`src/rtl/core/jpeg_coefficient_rle_decode_assert.svh`:
```
// assertion macros used by the coefficient decoder datapath
// depends on nothing; taken in by `include where assertions are written
`ifndef JPEG_COEFFICIENT_RLE_DECODE_ASSERT_SVH
`define JPEG_COEFFICIENT_RLE_DECODE_ASSERT_SVH

`ifndef ASSERT_OFF
// clocked check, off while reset is held
`define JCRD_ASSERT(label, clk, rst_n, prop) \
  label: assert property (@(posedge clk) disable iff (!rst_n) (prop)) \
    else $error("jcrd assertion failed");
// clocked check, also live across reset
`define JCRD_ASSERT_RST(label, clk, prop) \
  label: assert property (@(posedge clk) (prop)) \
    else $error("jcrd reset assertion failed");
`else
`define JCRD_ASSERT(label, clk, rst_n, prop)
`define JCRD_ASSERT_RST(label, clk, prop)
`endif

`endif

```
`src/rtl/core/jcrd_pkg.sv`:
```
// types, codes and the magnitude decode function of the coefficient decoder
// depends on nothing; used by the top level, the controller and the datapath
package jcrd_pkg;

  localparam int unsigned BlockCoeffs = 64;
  localparam logic [5:0]  LastCoef    = 6'(BlockCoeffs - 1);
  localparam logic [7:0]  SymEob      = 8'h00;
  localparam logic [7:0]  SymZrl      = 8'hF0;
  localparam logic [6:0]  ZrlLen      = 7'd16;

  typedef enum logic [1:0] {
    ST_OK    = 2'd0,
    ST_BAD   = 2'd1,
    ST_CLAMP = 2'd2
  } coef_status_t;

  typedef enum logic {
    S_IDLE,
    S_EMIT
  } state_t;

  // controller to datapath
  typedef struct packed {
    logic load;
    logic emit;
  } cmd_t;

  // datapath to controller
  typedef struct packed {
    logic slot_free;
    logic final_item;
  } sts_t;

  // jpeg magnitude rule: size raw bits to a signed value, size 0 gives 0
  function automatic logic [15:0] magnitude_value(logic [3:0] size, logic [14:0] bits);
    logic [15:0] full;
    logic [15:0] v;
    logic [15:0] top;
    full = (16'd1 << size) - 16'd1;
    v    = {1'b0, bits} & full;
    top  = full ^ (full >> 1);
    if (size == 4'd0) begin
      return 16'd0;
    end else if ((v & top) == 16'd0) begin
      return v - full;
    end else begin
      return v;
    end
  endfunction

endpackage

```
`src/rtl/core/jcrd_in_if.sv`:
```
// symbol channel: valid/ready handshake with component, symbol and extra bits
// depends on nothing
interface jcrd_in_if;
  logic        valid;
  logic        ready;
  logic [1:0]  component;
  logic [7:0]  symbol;
  logic [14:0] extra_bits;

  modport source (output valid, output component, output symbol, output extra_bits,
                  input ready);
  modport sink (input valid, input component, input symbol, input extra_bits,
                output ready);
endinterface

```
`src/rtl/core/jcrd_out_if.sv`:
```
// coefficient channel: valid/ready handshake with one coefficient per transfer
// depends on nothing
interface jcrd_out_if;
  logic              valid;
  logic              ready;
  logic [5:0]        coef_index;
  logic signed [15:0] coef_value;
  logic [1:0]        out_component;
  logic [1:0]        status;
  logic              last_of_item;
  logic              block_done;

  modport source (output valid, output coef_index, output coef_value,
                  output out_component, output status, output last_of_item,
                  output block_done, input ready);
  modport sink (input valid, input coef_index, input coef_value,
                input out_component, input status, input last_of_item,
                input block_done, output ready);
endinterface

```
`src/rtl/core/jpeg_coefficient_rle_decode.sv`:
```
// top level of the jpeg baseline dc/ac coefficient decoder
// depends on jcrd_pkg, jcrd_in_if, jcrd_out_if, jcrd_ctrl and jcrd_datapath
//
//  channel   dir  handshake    payload
//  in_chan   in   valid/ready  component, symbol, extra_bits
//  out_chan  out  valid/ready  coef_index, coef_value, out_component, status,
//                              last_of_item, block_done
//
// a symbol is taken, then its n results leave one per cycle while the output is not stalled,
// stepped by the single result counter feeding the output register
// a dc symbol or an invalid code gives one result; eob and runs give up to 63
// out_ready low with a result held freezes the output register and the counter; no symbol is taken
// until the last result of the current one is in the output register
// reset (synchronous, active low) zeroes the block position and all dc predictors at once
module jpeg_coefficient_rle_decode #(
  parameter int COMPONENT_COUNT = 3
) (
  input  logic clk,
  input  logic rst_n,
  jcrd_in_if.sink    in_chan,
  jcrd_out_if.source out_chan
);

  // command and status between controller and datapath
  jcrd_pkg::cmd_t cmd;
  jcrd_pkg::sts_t sts;

  // controller: idle takes a symbol, emit steps through its results
  jcrd_ctrl u_ctrl (
    .clk      (clk),
    .rst_n    (rst_n),
    .in_valid (in_chan.valid),
    .in_ready (in_chan.ready),
    .sts      (sts),
    .cmd      (cmd)
  );

  // datapath: plans the run on accept, commits position and predictor,
  // then feeds the output register one coefficient at a time
  jcrd_datapath #(
    .COMPONENT_COUNT (COMPONENT_COUNT)
  ) u_datapath (
    .clk               (clk),
    .rst_n             (rst_n),
    .cmd               (cmd),
    .sts               (sts),
    .in_component      (in_chan.component),
    .in_symbol         (in_chan.symbol),
    .in_extra_bits     (in_chan.extra_bits),
    .out_ready         (out_chan.ready),
    .out_valid         (out_chan.valid),
    .out_coef_index    (out_chan.coef_index),
    .out_coef_value    (out_chan.coef_value),
    .out_out_component (out_chan.out_component),
    .out_status        (out_chan.status),
    .out_last_of_item  (out_chan.last_of_item),
    .out_block_done    (out_chan.block_done)
  );

endmodule

```
`src/rtl/core/jcrd_ctrl.sv`:
```
// controller of the coefficient decoder: takes a symbol, then steps out its results
// depends on jcrd_pkg
module jcrd_ctrl (
  input  logic           clk,
  input  logic           rst_n,
  input  logic           in_valid,
  output logic           in_ready,
  input  jcrd_pkg::sts_t sts,
  output jcrd_pkg::cmd_t cmd
);

  jcrd_pkg::state_t state_r;
  jcrd_pkg::state_t state_nxt;

  always_ff @(posedge clk) begin
    if (!rst_n) begin
      state_r <= jcrd_pkg::S_IDLE;
    end else begin
      state_r <= state_nxt;
    end
  end

  always_comb begin
    state_nxt = state_r;
    unique case (state_r)
      jcrd_pkg::S_IDLE: begin
        if (in_valid) begin
          state_nxt = jcrd_pkg::S_EMIT;
        end
      end
      jcrd_pkg::S_EMIT: begin
        if (sts.slot_free && sts.final_item) begin
          state_nxt = jcrd_pkg::S_IDLE;
        end
      end
      default: state_nxt = jcrd_pkg::S_IDLE;
    endcase
  end

  always_comb begin
    in_ready = 1'b0;
    cmd      = '0;
    unique case (state_r)
      jcrd_pkg::S_IDLE: begin
        in_ready = 1'b1;
        cmd.load = in_valid;
      end
      jcrd_pkg::S_EMIT: begin
        cmd.emit = sts.slot_free;
      end
      default: begin
        in_ready = 1'b0;
      end
    endcase
  end

endmodule

```
`src/rtl/core/jcrd_datapath.sv`:
```
// datapath of the coefficient decoder: block position, dc predictors,
// per-symbol run plan, result counter and output register
// depends on jcrd_pkg and jpeg_coefficient_rle_decode_assert.svh
`include "jpeg_coefficient_rle_decode_assert.svh"

module jcrd_datapath #(
  parameter int COMPONENT_COUNT = 3
) (
  input  logic               clk,
  input  logic               rst_n,
  input  jcrd_pkg::cmd_t     cmd,
  output jcrd_pkg::sts_t     sts,
  input  logic [1:0]         in_component,
  input  logic [7:0]         in_symbol,
  input  logic [14:0]        in_extra_bits,
  input  logic               out_ready,
  output logic               out_valid,
  output logic [5:0]         out_coef_index,
  output logic signed [15:0] out_coef_value,
  output logic [1:0]         out_out_component,
  output logic [1:0]         out_status,
  output logic               out_last_of_item,
  output logic               out_block_done
);

  localparam int         CompIdxW = (COMPONENT_COUNT > 1) ? $clog2(COMPONENT_COUNT) : 1;
  localparam logic [2:0] CompCnt  = 3'(COMPONENT_COUNT);
  localparam logic [1:0] CompMax  = 2'(COMPONENT_COUNT - 1);

  // block state
  logic [5:0]  pos_r;
  logic [1:0]  blk_comp_r;
  logic [15:0] pred_r [COMPONENT_COUNT];

  // plan of the symbol being emitted
  logic [5:0]                 idx_r;
  logic [5:0]                 last_idx_r;
  logic [15:0]                val_r;
  jcrd_pkg::coef_status_t     st_r;
  logic                       done_en_r;

  // output register
  logic                       oval_r;
  logic [5:0]                 oidx_r;
  logic [15:0]                oval_data_r;
  logic [1:0]                 ocomp_r;
  jcrd_pkg::coef_status_t     ost_r;
  logic                       olast_r;
  logic                       odone_r;

  logic [1:0]             comp_c;
  logic [CompIdxW-1:0]    comp_idx;
  logic [3:0]             run_c;
  logic [3:0]             size_c;
  logic [15:0]            mag_c;
  logic [15:0]            dc_sum_c;
  logic [6:0]             zrl_end_c;
  logic [6:0]             run_end_c;

  logic [5:0]             last_nxt;
  logic [15:0]            val_nxt;
  jcrd_pkg::coef_status_t st_nxt;
  logic                   done_en_nxt;
  logic [5:0]             pos_nxt;
  logic                   pred_we;

  assign comp_c    = ({1'b0, in_component} >= CompCnt) ? CompMax : in_component;
  assign comp_idx  = comp_c[CompIdxW-1:0];
  assign run_c     = in_symbol[7:4];
  assign size_c    = in_symbol[3:0];
  assign mag_c     = jcrd_pkg::magnitude_value(size_c, in_extra_bits);
  assign dc_sum_c  = pred_r[comp_idx] + mag_c;
  assign zrl_end_c = {1'b0, pos_r} + jcrd_pkg::ZrlLen;
  assign run_end_c = {1'b0, pos_r} + {3'b000, run_c};

  always_comb begin
    last_nxt    = pos_r;
    val_nxt     = 16'd0;
    st_nxt      = jcrd_pkg::ST_OK;
    done_en_nxt = 1'b0;
    pos_nxt     = pos_r;
    pred_we     = 1'b0;
    priority if (pos_r == 6'd0) begin
      if (run_c != 4'd0) begin
        st_nxt = jcrd_pkg::ST_BAD;
      end else begin
        val_nxt = dc_sum_c;
        pred_we = 1'b1;
        pos_nxt = 6'd1;
      end
    end else if (in_symbol == jcrd_pkg::SymEob) begin
      last_nxt    = jcrd_pkg::LastCoef;
      done_en_nxt = 1'b1;
      pos_nxt     = 6'd0;
    end else if (in_symbol == jcrd_pkg::SymZrl) begin
      done_en_nxt = 1'b1;
      if (zrl_end_c > 7'(jcrd_pkg::BlockCoeffs)) begin
        last_nxt = jcrd_pkg::LastCoef;
        st_nxt   = jcrd_pkg::ST_CLAMP;
        pos_nxt  = 6'd0;
      end else begin
        last_nxt = 6'(zrl_end_c - 7'd1);
        pos_nxt  = zrl_end_c[5:0];
      end
    end else if (size_c == 4'd0) begin
      st_nxt = jcrd_pkg::ST_BAD;
    end else if (run_end_c > {1'b0, jcrd_pkg::LastCoef}) begin
      last_nxt    = jcrd_pkg::LastCoef;
      st_nxt      = jcrd_pkg::ST_CLAMP;
      done_en_nxt = 1'b1;
      pos_nxt     = 6'd0;
    end else begin
      last_nxt    = run_end_c[5:0];
      val_nxt     = mag_c;
      done_en_nxt = 1'b1;
      pos_nxt     = 6'(run_end_c + 7'd1);
    end
  end

  // block state, committed when the symbol is taken
  always_ff @(posedge clk) begin
    if (!rst_n) begin
      pos_r      <= 6'd0;
      blk_comp_r <= 2'd0;
      for (int i = 0; i < COMPONENT_COUNT; i++) begin
        pred_r[i] <= 16'd0;
      end
    end else if (cmd.load) begin
      pos_r <= pos_nxt;
      if (pred_we) begin
        blk_comp_r <= comp_c;
        for (int i = 0; i < COMPONENT_COUNT; i++) begin
          if (comp_idx == CompIdxW'(i)) begin
            pred_r[i] <= dc_sum_c;
          end
        end
      end
    end
  end

  // run plan and result counter
  always_ff @(posedge clk) begin
    if (cmd.load) begin
      idx_r      <= pos_r;
      last_idx_r <= last_nxt;
      val_r      <= val_nxt;
      st_r       <= st_nxt;
      done_en_r  <= done_en_nxt;
    end else if (cmd.emit) begin
      idx_r <= idx_r + 6'd1;
    end
  end

  assign sts.final_item = (idx_r == last_idx_r);
  assign sts.slot_free  = !oval_r || out_ready;

  always_ff @(posedge clk) begin
    if (!rst_n) begin
      oval_r <= 1'b0;
    end else if (cmd.emit) begin
      oval_r <= 1'b1;
    end else if (out_ready) begin
      oval_r <= 1'b0;
    end
  end

  always_ff @(posedge clk) begin
    if (cmd.emit) begin
      oidx_r      <= idx_r;
      oval_data_r <= sts.final_item ? val_r : 16'd0;
      ocomp_r     <= blk_comp_r;
      ost_r       <= st_r;
      olast_r     <= sts.final_item;
      odone_r     <= sts.final_item && done_en_r && (idx_r == jcrd_pkg::LastCoef);
    end
  end

  assign out_valid         = oval_r;
  assign out_coef_index    = oidx_r;
  assign out_coef_value    = oval_data_r;
  assign out_out_component = ocomp_r;
  assign out_status        = ost_r;
  assign out_last_of_item  = olast_r;
  assign out_block_done    = odone_r;

  `JCRD_ASSERT(a_done_at_end, clk, rst_n, oval_r && odone_r |-> oidx_r == jcrd_pkg::LastCoef && olast_r)
  `JCRD_ASSERT(a_bad_is_single, clk, rst_n, oval_r && ost_r == jcrd_pkg::ST_BAD |-> oval_data_r == 16'd0 && olast_r && !odone_r)
  `JCRD_ASSERT(a_clamp_zero, clk, rst_n, oval_r && ost_r == jcrd_pkg::ST_CLAMP |-> oval_data_r == 16'd0)
  `JCRD_ASSERT(a_run_steps, clk, rst_n, cmd.emit && !sts.final_item |=> idx_r == $past(idx_r) + 6'd1)
  `JCRD_ASSERT_RST(a_reset_empty, clk, !rst_n |=> !oval_r)

endmodule
```
`src/flat_wrapper.sv`:
```
// flat-port wrapper written by rule: the top's interface ports become plain ports
module jpeg_coefficient_rle_decode_flat 
#(
  parameter int COMPONENT_COUNT = 3
)
  (clk, rst_n, in_chan_valid, in_chan_component, in_chan_symbol, in_chan_extra_bits, in_chan_ready, out_chan_valid, out_chan_coef_index, out_chan_coef_value, out_chan_out_component, out_chan_status, out_chan_last_of_item, out_chan_block_done, out_chan_ready);
  jcrd_in_if in_chan_i ();
  jcrd_out_if out_chan_i ();
  input  logic clk;
  input  logic rst_n;
  input wire logic [$bits(in_chan_i.valid)-1:0] in_chan_valid;
  input wire logic [$bits(in_chan_i.component)-1:0] in_chan_component;
  input wire logic [$bits(in_chan_i.symbol)-1:0] in_chan_symbol;
  input wire logic [$bits(in_chan_i.extra_bits)-1:0] in_chan_extra_bits;
  output wire logic [$bits(in_chan_i.ready)-1:0] in_chan_ready;
  output wire logic [$bits(out_chan_i.valid)-1:0] out_chan_valid;
  output wire logic [$bits(out_chan_i.coef_index)-1:0] out_chan_coef_index;
  output wire logic [$bits(out_chan_i.coef_value)-1:0] out_chan_coef_value;
  output wire logic [$bits(out_chan_i.out_component)-1:0] out_chan_out_component;
  output wire logic [$bits(out_chan_i.status)-1:0] out_chan_status;
  output wire logic [$bits(out_chan_i.last_of_item)-1:0] out_chan_last_of_item;
  output wire logic [$bits(out_chan_i.block_done)-1:0] out_chan_block_done;
  input wire logic [$bits(out_chan_i.ready)-1:0] out_chan_ready;
  assign in_chan_i.valid = in_chan_valid;
  assign in_chan_i.component = in_chan_component;
  assign in_chan_i.symbol = in_chan_symbol;
  assign in_chan_i.extra_bits = in_chan_extra_bits;
  assign in_chan_ready = in_chan_i.ready;
  assign out_chan_valid = out_chan_i.valid;
  assign out_chan_coef_index = out_chan_i.coef_index;
  assign out_chan_coef_value = out_chan_i.coef_value;
  assign out_chan_out_component = out_chan_i.out_component;
  assign out_chan_status = out_chan_i.status;
  assign out_chan_last_of_item = out_chan_i.last_of_item;
  assign out_chan_block_done = out_chan_i.block_done;
  assign out_chan_i.ready = out_chan_ready;
  jpeg_coefficient_rle_decode #(.COMPONENT_COUNT(COMPONENT_COUNT)) u_core (.clk(clk), .rst_n(rst_n), .in_chan(in_chan_i), .out_chan(out_chan_i));
endmodule
```
`config.mk`:
```
export PLATFORM = sky130hd
export DESIGN_NAME = jpeg_coefficient_rle_decode_flat
export DESIGN_NICKNAME = d
export VERILOG_FILES = /design/src/rtl/core/jcrd_pkg.sv /design/src/rtl/core/jcrd_in_if.sv /design/src/rtl/core/jcrd_out_if.sv /design/src/rtl/core/jpeg_coefficient_rle_decode.sv /design/src/rtl/core/jcrd_ctrl.sv /design/src/rtl/core/jcrd_datapath.sv /design/src/flat_wrapper.sv
export VERILOG_INCLUDE_DIRS = /design/src /design/src/rtl/core
export SDC_FILE = /design/constraint.sdc
export NUM_CORES = 1
export LEC_CHECK = 0
export ABC_AREA = 1
export BUFFER_PORTS_ARGS = -buffer_cell sky130_fd_sc_hd__buf_2
export CAP_MARGIN = 20
export CORE_MARGIN = 5
export CORE_UTILIZATION = 55
export CTS_BUF_LIST = sky130_fd_sc_hd__clkbuf_4 sky130_fd_sc_hd__clkbuf_8 sky130_fd_sc_hd__clkbuf_16
export DETAILED_ROUTE_END_ITERATION = 7
export PLACE_DENSITY = 0.77
export SETUP_SLACK_MARGIN = 0.15
export SLEW_MARGIN = 20
export SYNTH_ARGS = -nofsm -noshare
export SYNTH_HDL_FRONTEND = slang
export SYNTH_SLANG_ARGS = --single-unit
export TNS_END_PERCENT = 5
```
`constraint.sdc`:
```
create_clock -name clk -period 5 [get_ports clk]
set_input_delay 0.75 -clock clk [delete_from_list [all_inputs] [get_ports clk]]
set_output_delay 0.75 -clock clk [all_outputs]
set_load 0.005 [all_outputs]
```
Yosys cells after proc, flatten, opt, wreduce, memory -nomap -nowiden
Memories as Yosys holds them, arrays and structs flattened. Index checks and enable logic that the tools add are counted.

Flip-flop bits (word level): 69. Latch bits: 0. Memory bits (writable): 48. Bits in read-only memories: 0. Bits of input ports: 29. Output and inout port bits: 30. Memories kept: 1.

Memory list: u_core.u_datapath.pred_r (depth 3, bits a word 16, rd ports 1, clocked after Yosys merged registers in 0, wr ports 3, RTL line jcrd_datapath.sv:33) `logic [15:0] pred_r [COMPONENT_COUNT];`.

$add $sub $neg: 8. Multiply operators: 0. Divide/modulo/power cells: 0. $lt $le $gt $ge: 3. Equality and inequality tests: 7. Shift-type cells: 1. Muxes and demuxes: 63. Bitwise logic cells: 7. Reductions and logical operators: 15.

Operators by type and width (number): $mux W16 (11); $mux W6 (15); $mux W1 (29); $add A16 B16 Y16 (1); $and A15 B16 Y16 (1); $and A16 B16 Y16 (1); $logic_not A16 Y1 (1); $shl A1 B4 Y16 const A (1); $sub A16 B1 Y16 const B (1); $sub A16 B16 Y16 (1); $xor A16 B15 Y16 (1); $mux W2 (7); $add A6 B1 Y6 const B (2); $eq A8 B8 Y1 const B (1); $logic_not A8 Y1 (1); $add A6 B4 Y7 (1); $add A6 B5 Y7 const B (1); $gt A7 B6 Y1 const B (1); $gt A7 B7 Y1 const B (1); $eq A6 B6 Y1 (1); $eq A6 B6 Y1 const B (1); $logic_not A6 Y1 (1); $sub A6 B1 Y6 const B (1); $logic_not A4 Y1 (1); 16 further kinds (21).

Logic depth before layout (Yosys ltp)
Gate-level depths: netlist of run 1.

Depth in word-level cells: 12. Gate-level depth with buffers: 30. Depth with buffers taken out: 27.

Cells and area by module
Synthesis of run 1 repeated with hierarchy kept, for this count alone.

Cells, all modules: 856. Area total of the unflattened synthesis: 7283.2 µm².

By module, submodules not included: jcrd_datapath (times used 1, cells an instance 846, area an instance 7228.2 µm², sequential area each 3393.3 µm²); jcrd_ctrl (times used 1, cells an instance 10, area an instance 55.1 µm², sequential area each 20.0 µm²).

Least setup slack after synthesis of run 1
OpenSTA, ideal clock, no wires.

Path type: input-to-reg. Start point: input in_chan_symbol[1]. End point: memory u_core.u_datapath.pred_r[0][12] (data pin). Setup time: 0.274 ns. Data arrival time: 4.623 ns. Slack: 0.103 ns. Stages on the path: 28. Cells stage by stage: buf_4 > inv_2 > nand2_2 > nor2_8 > inv_4 > clkbuf_1 > ha_1 > inv_1 > nor2_1 > nand2_2 > nand2_2 > nand2_2 > nand2_1 > nor2_1 > nand3_4 > buf_6 > nand3_1 > o21ai_2 > ha_1 > fa_1 > nand3_1 > nand3_1 > a21boi_0 > o21ai_0 > a21boi_0 > o21ai_0 > xor2_1 > nor2_1.

RTL lines: start: declaration (RTL line flat_wrapper.sv:13) `input wire logic [$bits(in_chan_i.symbol)-1:0] in_chan_symbol;`; end: declaration (RTL line jcrd_datapath.sv:33).

==> results of run 1 <==
==> final timing paths <==
check / to / slack (ns) / from
setup / recovery: u_core.u_datapath.pred_r[2][15] / 0.49 / in_chan_symbol[1]
setup reg to reg: u_core.u_datapath.val_r[1] / 1.80 / u_core.u_datapath.pos_r[0]
hold reg to reg: u_core.u_datapath.out_status[1] / 0.41 / u_core.u_datapath.st_r[1]
hold / removal: u_core.u_datapath.out_status[1] / 0.41 / u_core.u_datapath.st_r[1]
==> power by group <==
part / internal [mW] / switching, mW
Combinational: 0.485 / 0.937
Clock: 0.789 / 0.408
Sequential: 1.28 / 0.0919
==> final cells by class <==
class	count	share of cell area (%)
Timing Repair Buffer	67	4.35
Tap cell	172	2.62
Inverter	112	5.18
Sequential cell	117	41.5
Clock inverter	12	1.66
Multi-Input combinational cell	576	39.2
Clock buffer	20	5.45
==> state kept, by name, indices dropped and copies added (netlist names) <==
name and flops:
u_core.u_datapath.pred_r 48, u_core.u_datapath.out_coef_value 16, u_core.u_datapath.val_r 16, u_core.u_datapath.idx_r 6, u_core.u_datapath.last_idx_r 6, u_core.u_datapath.out_coef_index 6
u_core.u_datapath.pos_r 6, u_core.u_datapath.blk_comp_r 2, u_core.u_datapath.out_out_component 2, u_core.u_datapath.out_status 2, u_core.u_datapath.st_r 2, u_core.u_ctrl.state_r 1
u_core.u_datapath.done_en_r 1, u_core.u_datapath.out_block_done 1, u_core.u_datapath.out_last_of_item 1, u_core.u_datapath.out_valid 1
==> cell families (layout without fill, tap and decap cells) <==
| kind of cell | Yosys count | in the layout | share of synthesized area, % |
|---|---|---|---|
| fa+ha+maj | 30 | 30 | 5.46 |
| compound gates | 133 | 133 | 11.4 |
| simple gates | 381 | 381 | 24.2 |
| xor+xnor | 32 | 32 | 3.92 |
| buf+inv | 128 | 211 | 7.24 |
| flops | 117 | 117 | 47.7 |
==> metal layers <==
metal | vias to the layer above | GRT usage (%) | part of all wire [%]
li1 | 2933 | - | -
met1 | 2669 | 29.3 | 42
met2 | 244 | 38.8 | 48
met3 | 29 | 6.81 | 7.8
met5 | - | 0 | 0
met4 | 0 | 7.46 | 2.1
==> Yosys cell counts, types with 3 or more instances <==
library cell,count
dfxtp_1,10
o21ai_0,27
nand3_2,5
nor2_2,11
edfxtp_1,107
nor3_1,6
nand3_1,59
xnor2_1,8
a31oi_1,5
o21ai_1,14
buf_6,3
nand2_2,10
o21bai_1,3
a21oi_1,38
inv_2,10
ha_1,28
nor2_4,5
o22ai_1,22
clkbuf_1,7
nor2_1,123
nand2_1,139
nand4_1,11
xor2_1,24
inv_1,98
==> per-stage QoR <==
stage	hold WS (ns)	power, mW	setup WS (ns)	cell area [um^2]	util (%)
2_1_floorplan	0.400	2.39	0.193	7150	-
3_3_place_gp	0.409	2.75	0.0847	7630	60.3
3_5_place_dp	0.405	2.77	0.106	7630	60.3
4_1_cts	0.412	3.98	0.529	8220	64.9
5_1_grt	0.418	4.24	0.125	8220	64.9
6_report	0.408	3.99	0.487	8220	64.9
==> metrics.txt, run 1 <==
first-pass GRT wire length 27,300 um; DP Cell Count 1,044; Achievable Freq 222 MHz; Cell variety after synth 56; Crit path max-delay family simple AND/OR/NAND/NOR gates; drt drc 0; synthesis-to-finish area growth 14.9%; Seq/Total Area, Yosys 47.7%; Worst Path Buf+Inv 5; status complete, no violations; ant diodes 0; most frequent cells in the layout nand2_1 (139), nor2_1 (122), edfxtp_1 (107); max_cap viols 0; full die area 0.0154 mm^2; final cell count without fillers 1,076; Worst VDD drop 0.000290 V; Clock Skew 0.0101 ns; fin crit period 4.51 ns; warnings from Yosys 0; post-synth top area share 44.9%; Top Ports 59; htree depth 4; Multi-input gate area 0.00322 mm^2; worst hold path type register to register; most common cell after layout, fill and taps aside nand2_1; post-cts repair resize count 0; Relative slew margins 31.5%; Detailed Routing Iterations Pass 1 5; Post-CTS Setup Inserts 0; crit path cell chain buf_2, inv_2, nand2_2, nor2_8, inv_4, ha_1, inv_1, nand2_1, nand3_1, nand2_1, nor2_1, nand3_4, buf_4, nor2_1, nand3_1, and3_1, ha_1, a21o_1, a21oi_1, o21bai_1, a21oi_1, nand3_1, nand2_1, nor2_1; TritonCTS clock tree yes; Setup TNS Final 0 ns; share of cells above drive strength 1 17.3%; share of synthesized registers carrying an async set or reset 0%; Synthesized Nets 880; initial antenna violation count 0; Seq cells post-synth 117; slowest CP cell ha_1; RSZ-0062 raised after global routing true; Cells after Synth 821; crit start category input port; num rows 41; Overflow after GRT 0; initial core utilization 56.4%; CP Capture Type register; routed wire length 17,100 um; reg2reg path depth 15; Placer Congestion 0.938; Port Buf Inserts 58; Worst Max-Slew Pin Slew 1.03 ns; largest net degree at the start of global routing 33; vias post-DR 5,875; Area contributors post-synth edfxtp_1 (45%), nand2_1 (7.3%), nor2_1 (6.5%); Final HPWL DP 12,700 um; endpoints failing hold 0; Max Root-Sink Buffers 2; Die Ht 124 um; Max Transition Viols Final 0; final period utilization 90.3%; Post-Syn Area 0.00715 mm^2; fin nets 950; pwr dens 486 mW/mm^2; vias per cell 5.46; Core Region 0.0127 mm^2; Synth Area per Inst 8.71 um^2; root buf cell clkbuf_16; Clock Sinks 117; WL per Instance 15.9 um; Main synth FF type edfxtp_1; WS Path Type input port to register; critical path depth in cells 24; clock slew at reported path FFs 0.05 ns; Total GRT Usage 23.3%; slowest stage delay, CP 0.34 ns; Final Setup Violations 0; die width 124 um; Post-synth EDFFs 107; hold_buf cts 0; Max Fanout on Critical Path 10; Min-Delay Path Depth 0; Detailed Route Iter0 Violations 347; post-route ant nets 0; Worst EP required 5.13 ns; Sequential cell area 0.00341 mm^2; Leak 3.71 nW; CTS buffer count 17; number of global-route vias before repair 5,651; Worst-Skew Late Latency 0.41 ns; area leader, netlist edfxtp_1; Fill cells 1,085; Worst EP arrival 4.64 ns
No activity file was read; power rests on OpenSTA's default activity.
==> run 2, diff against run 1 <==
--- a/config.mk
+++ b/config.mk
@@ -13,7 +13,7 @@
 export CORE_UTILIZATION = 55
 export CTS_BUF_LIST = sky130_fd_sc_hd__clkbuf_4 sky130_fd_sc_hd__clkbuf_8 sky130_fd_sc_hd__clkbuf_16
 export DETAILED_ROUTE_END_ITERATION = 7
-export PLACE_DENSITY = 0.77
+export PLACE_DENSITY_LB_ADDON = 0.05
 export SETUP_SLACK_MARGIN = 0.15
 export SLEW_MARGIN = 20
 export SYNTH_ARGS = -nofsm -noshare
==> metrics.txt, run 2 (synthesis results as in run 1) <==
hold path startpoint u_core.u_datapath.st_r[0]; endpoints failing hold 0; Detailed Routing Iterations Pass 1 6; status complete, no violations; Clock Skew 0.0113 ns; fin crit period 4.47 ns; CP startpoint in_chan_symbol[2]; hold_buf cts 0; Placer Congestion 0.929; Post-CTS Setup Inserts 0; share of cells above drive strength 1 18.2%; Die Ht 124 um; most flop-heavy register u_core.u_datapath.pred_r; pwr dens 489 mW/mm^2; clock slew at reported path FFs 0.05 ns; worst reg2reg endpoint u_core.u_datapath.val_r[1]; RSZ-0062 raised after global routing false; DP Worst Slack 0.0320 ns; WS Path Type input port to register; full die area 0.0154 mm^2; Clock Sinks 117; Worst-Skew Late Latency 0.41 ns; post-route ant nets 0; WL per Instance 16.5 um; Detailed Route Iter0 Violations 366; root buf cell clkbuf_16; GRT Max-Usage Layer met2; CP Capture Type register; slowest stage delay, CP 0.42 ns; vias per cell 5.48; Leak 3.76 nW; Achievable Freq 224 MHz; drt drc 0; htree depth 4; worst hold path type register to register; Worst VDD drop 0.000227 V; Final HPWL DP 13,300 um; Worst Max-Slew Pin Slew 0.822 ns; slowest CP cell fa_1; Port Buf Inserts 58; Max Fanout on Critical Path 10; largest net degree at the start of global routing 33; first-pass GRT wire length 29,100 um; Worst Path Buf+Inv 4; synthesis-to-finish area growth 16.0%; Multi-input gate area 0.00322 mm^2; Fill cells 1,060; R2R Setup Slk 1.78 ns; Min-Delay Path Depth 0; ant diodes 0; initial core utilization 56.4%; Max Root-Sink Buffers 2; num rows 41; die width 124 um; Worst EP arrival 4.59 ns; Final Setup Violations 0; GR Util met2 42.6%; Setup TNS Final 0 ns; max_cap viols 0; Total GRT Usage 24.8%; RR Startpoint u_core.u_datapath.pos_r[0]; Relative slew margins 45.1%; final period utilization 89.3%; crit start category input port; initial antenna violation count 0; Top Ports 59; post-cts repair resize count 0; vias post-DR 5,927; reg2reg path depth 15; Worst EP required 5.12 ns; met1 global-route usage 31.4%; routed wire length 17,900 um; most frequent cells in the layout nand2_1 (139), nor2_1 (122), edfxtp_1 (107); Crit path max-delay family simple AND/OR/NAND/NOR gates; Core Region 0.0127 mm^2; Max Transition Viols Final 0; Worst Hold Path EP u_core.u_datapath.out_status[0]; TritonCTS clock tree yes; CTS buffer count 17; number of global-route vias before repair 5,812; most common cell after layout, fill and taps aside nand2_1; fin nets 956; PnR worst setup slack 0.534 ns; max reg flops 48; Sequential cell area 0.00341 mm^2; GRT met3 Usage 4.72%; Overflow after GRT 0
==> run 2: cell type report <==
class | count | share of cell area (%)
multi-input cells | 576 | 38.9
inverters | 112 | 5.13
clock inverters | 14 | 2.11
clock buffers | 18 | 5.22
repair buffers | 73 | 4.95
well taps | 172 | 2.59
flip-flops and latches | 117 | 41.1
==> run 2: how the worst max path moves through the flow <==
stage                                      endpoint  slack [ns]  cells past startpoint
CTS                 u_core.u_datapath.pred_r[0][12]        0.46                     26
global placement        u_core.u_datapath.val_r[14]        0.13                     24
global route            u_core.u_datapath.val_r[14]        0.19                     26
floorplan           u_core.u_datapath.pred_r[0][12]        0.19                     28
detailed placement  u_core.u_datapath.pred_r[2][12]        0.03                     26
finish              u_core.u_datapath.pred_r[0][12]        0.53                     26
==> run 2: routing by layer <==
metal | vias up | share of wire, %
met1 | 2742 | 42
met3 | 30 | 6.2
met4 | 0 | 2.1
li1 | 2936 | -
met5 | - | 0
met2 | 219 | 49
==> run 2: through the flow <==
step	utilization [%]	power (mW)	cells	hold slack [ns]	cell area (um^2)
detailed placement	60.6	2.81	1049	0.412	7670
global route	65.5	4.31	1082	0.431	8300
CTS	65.4	4.05	1081	0.421	8280
global placement	60.6	2.79	1049	0.405	7670
floorplan	-	2.39	821	0.400	7150
finish	65.5	4.06	1082	0.417	8300
==> run 2: power by group <==
part	internal [mW]	switching (mW)	leakage (nW)
clock network	0.794	0.443	0.302
logic	0.495	0.963	2.30
registers	1.28	0.0857	1.16
total	2.57	1.49	3.76
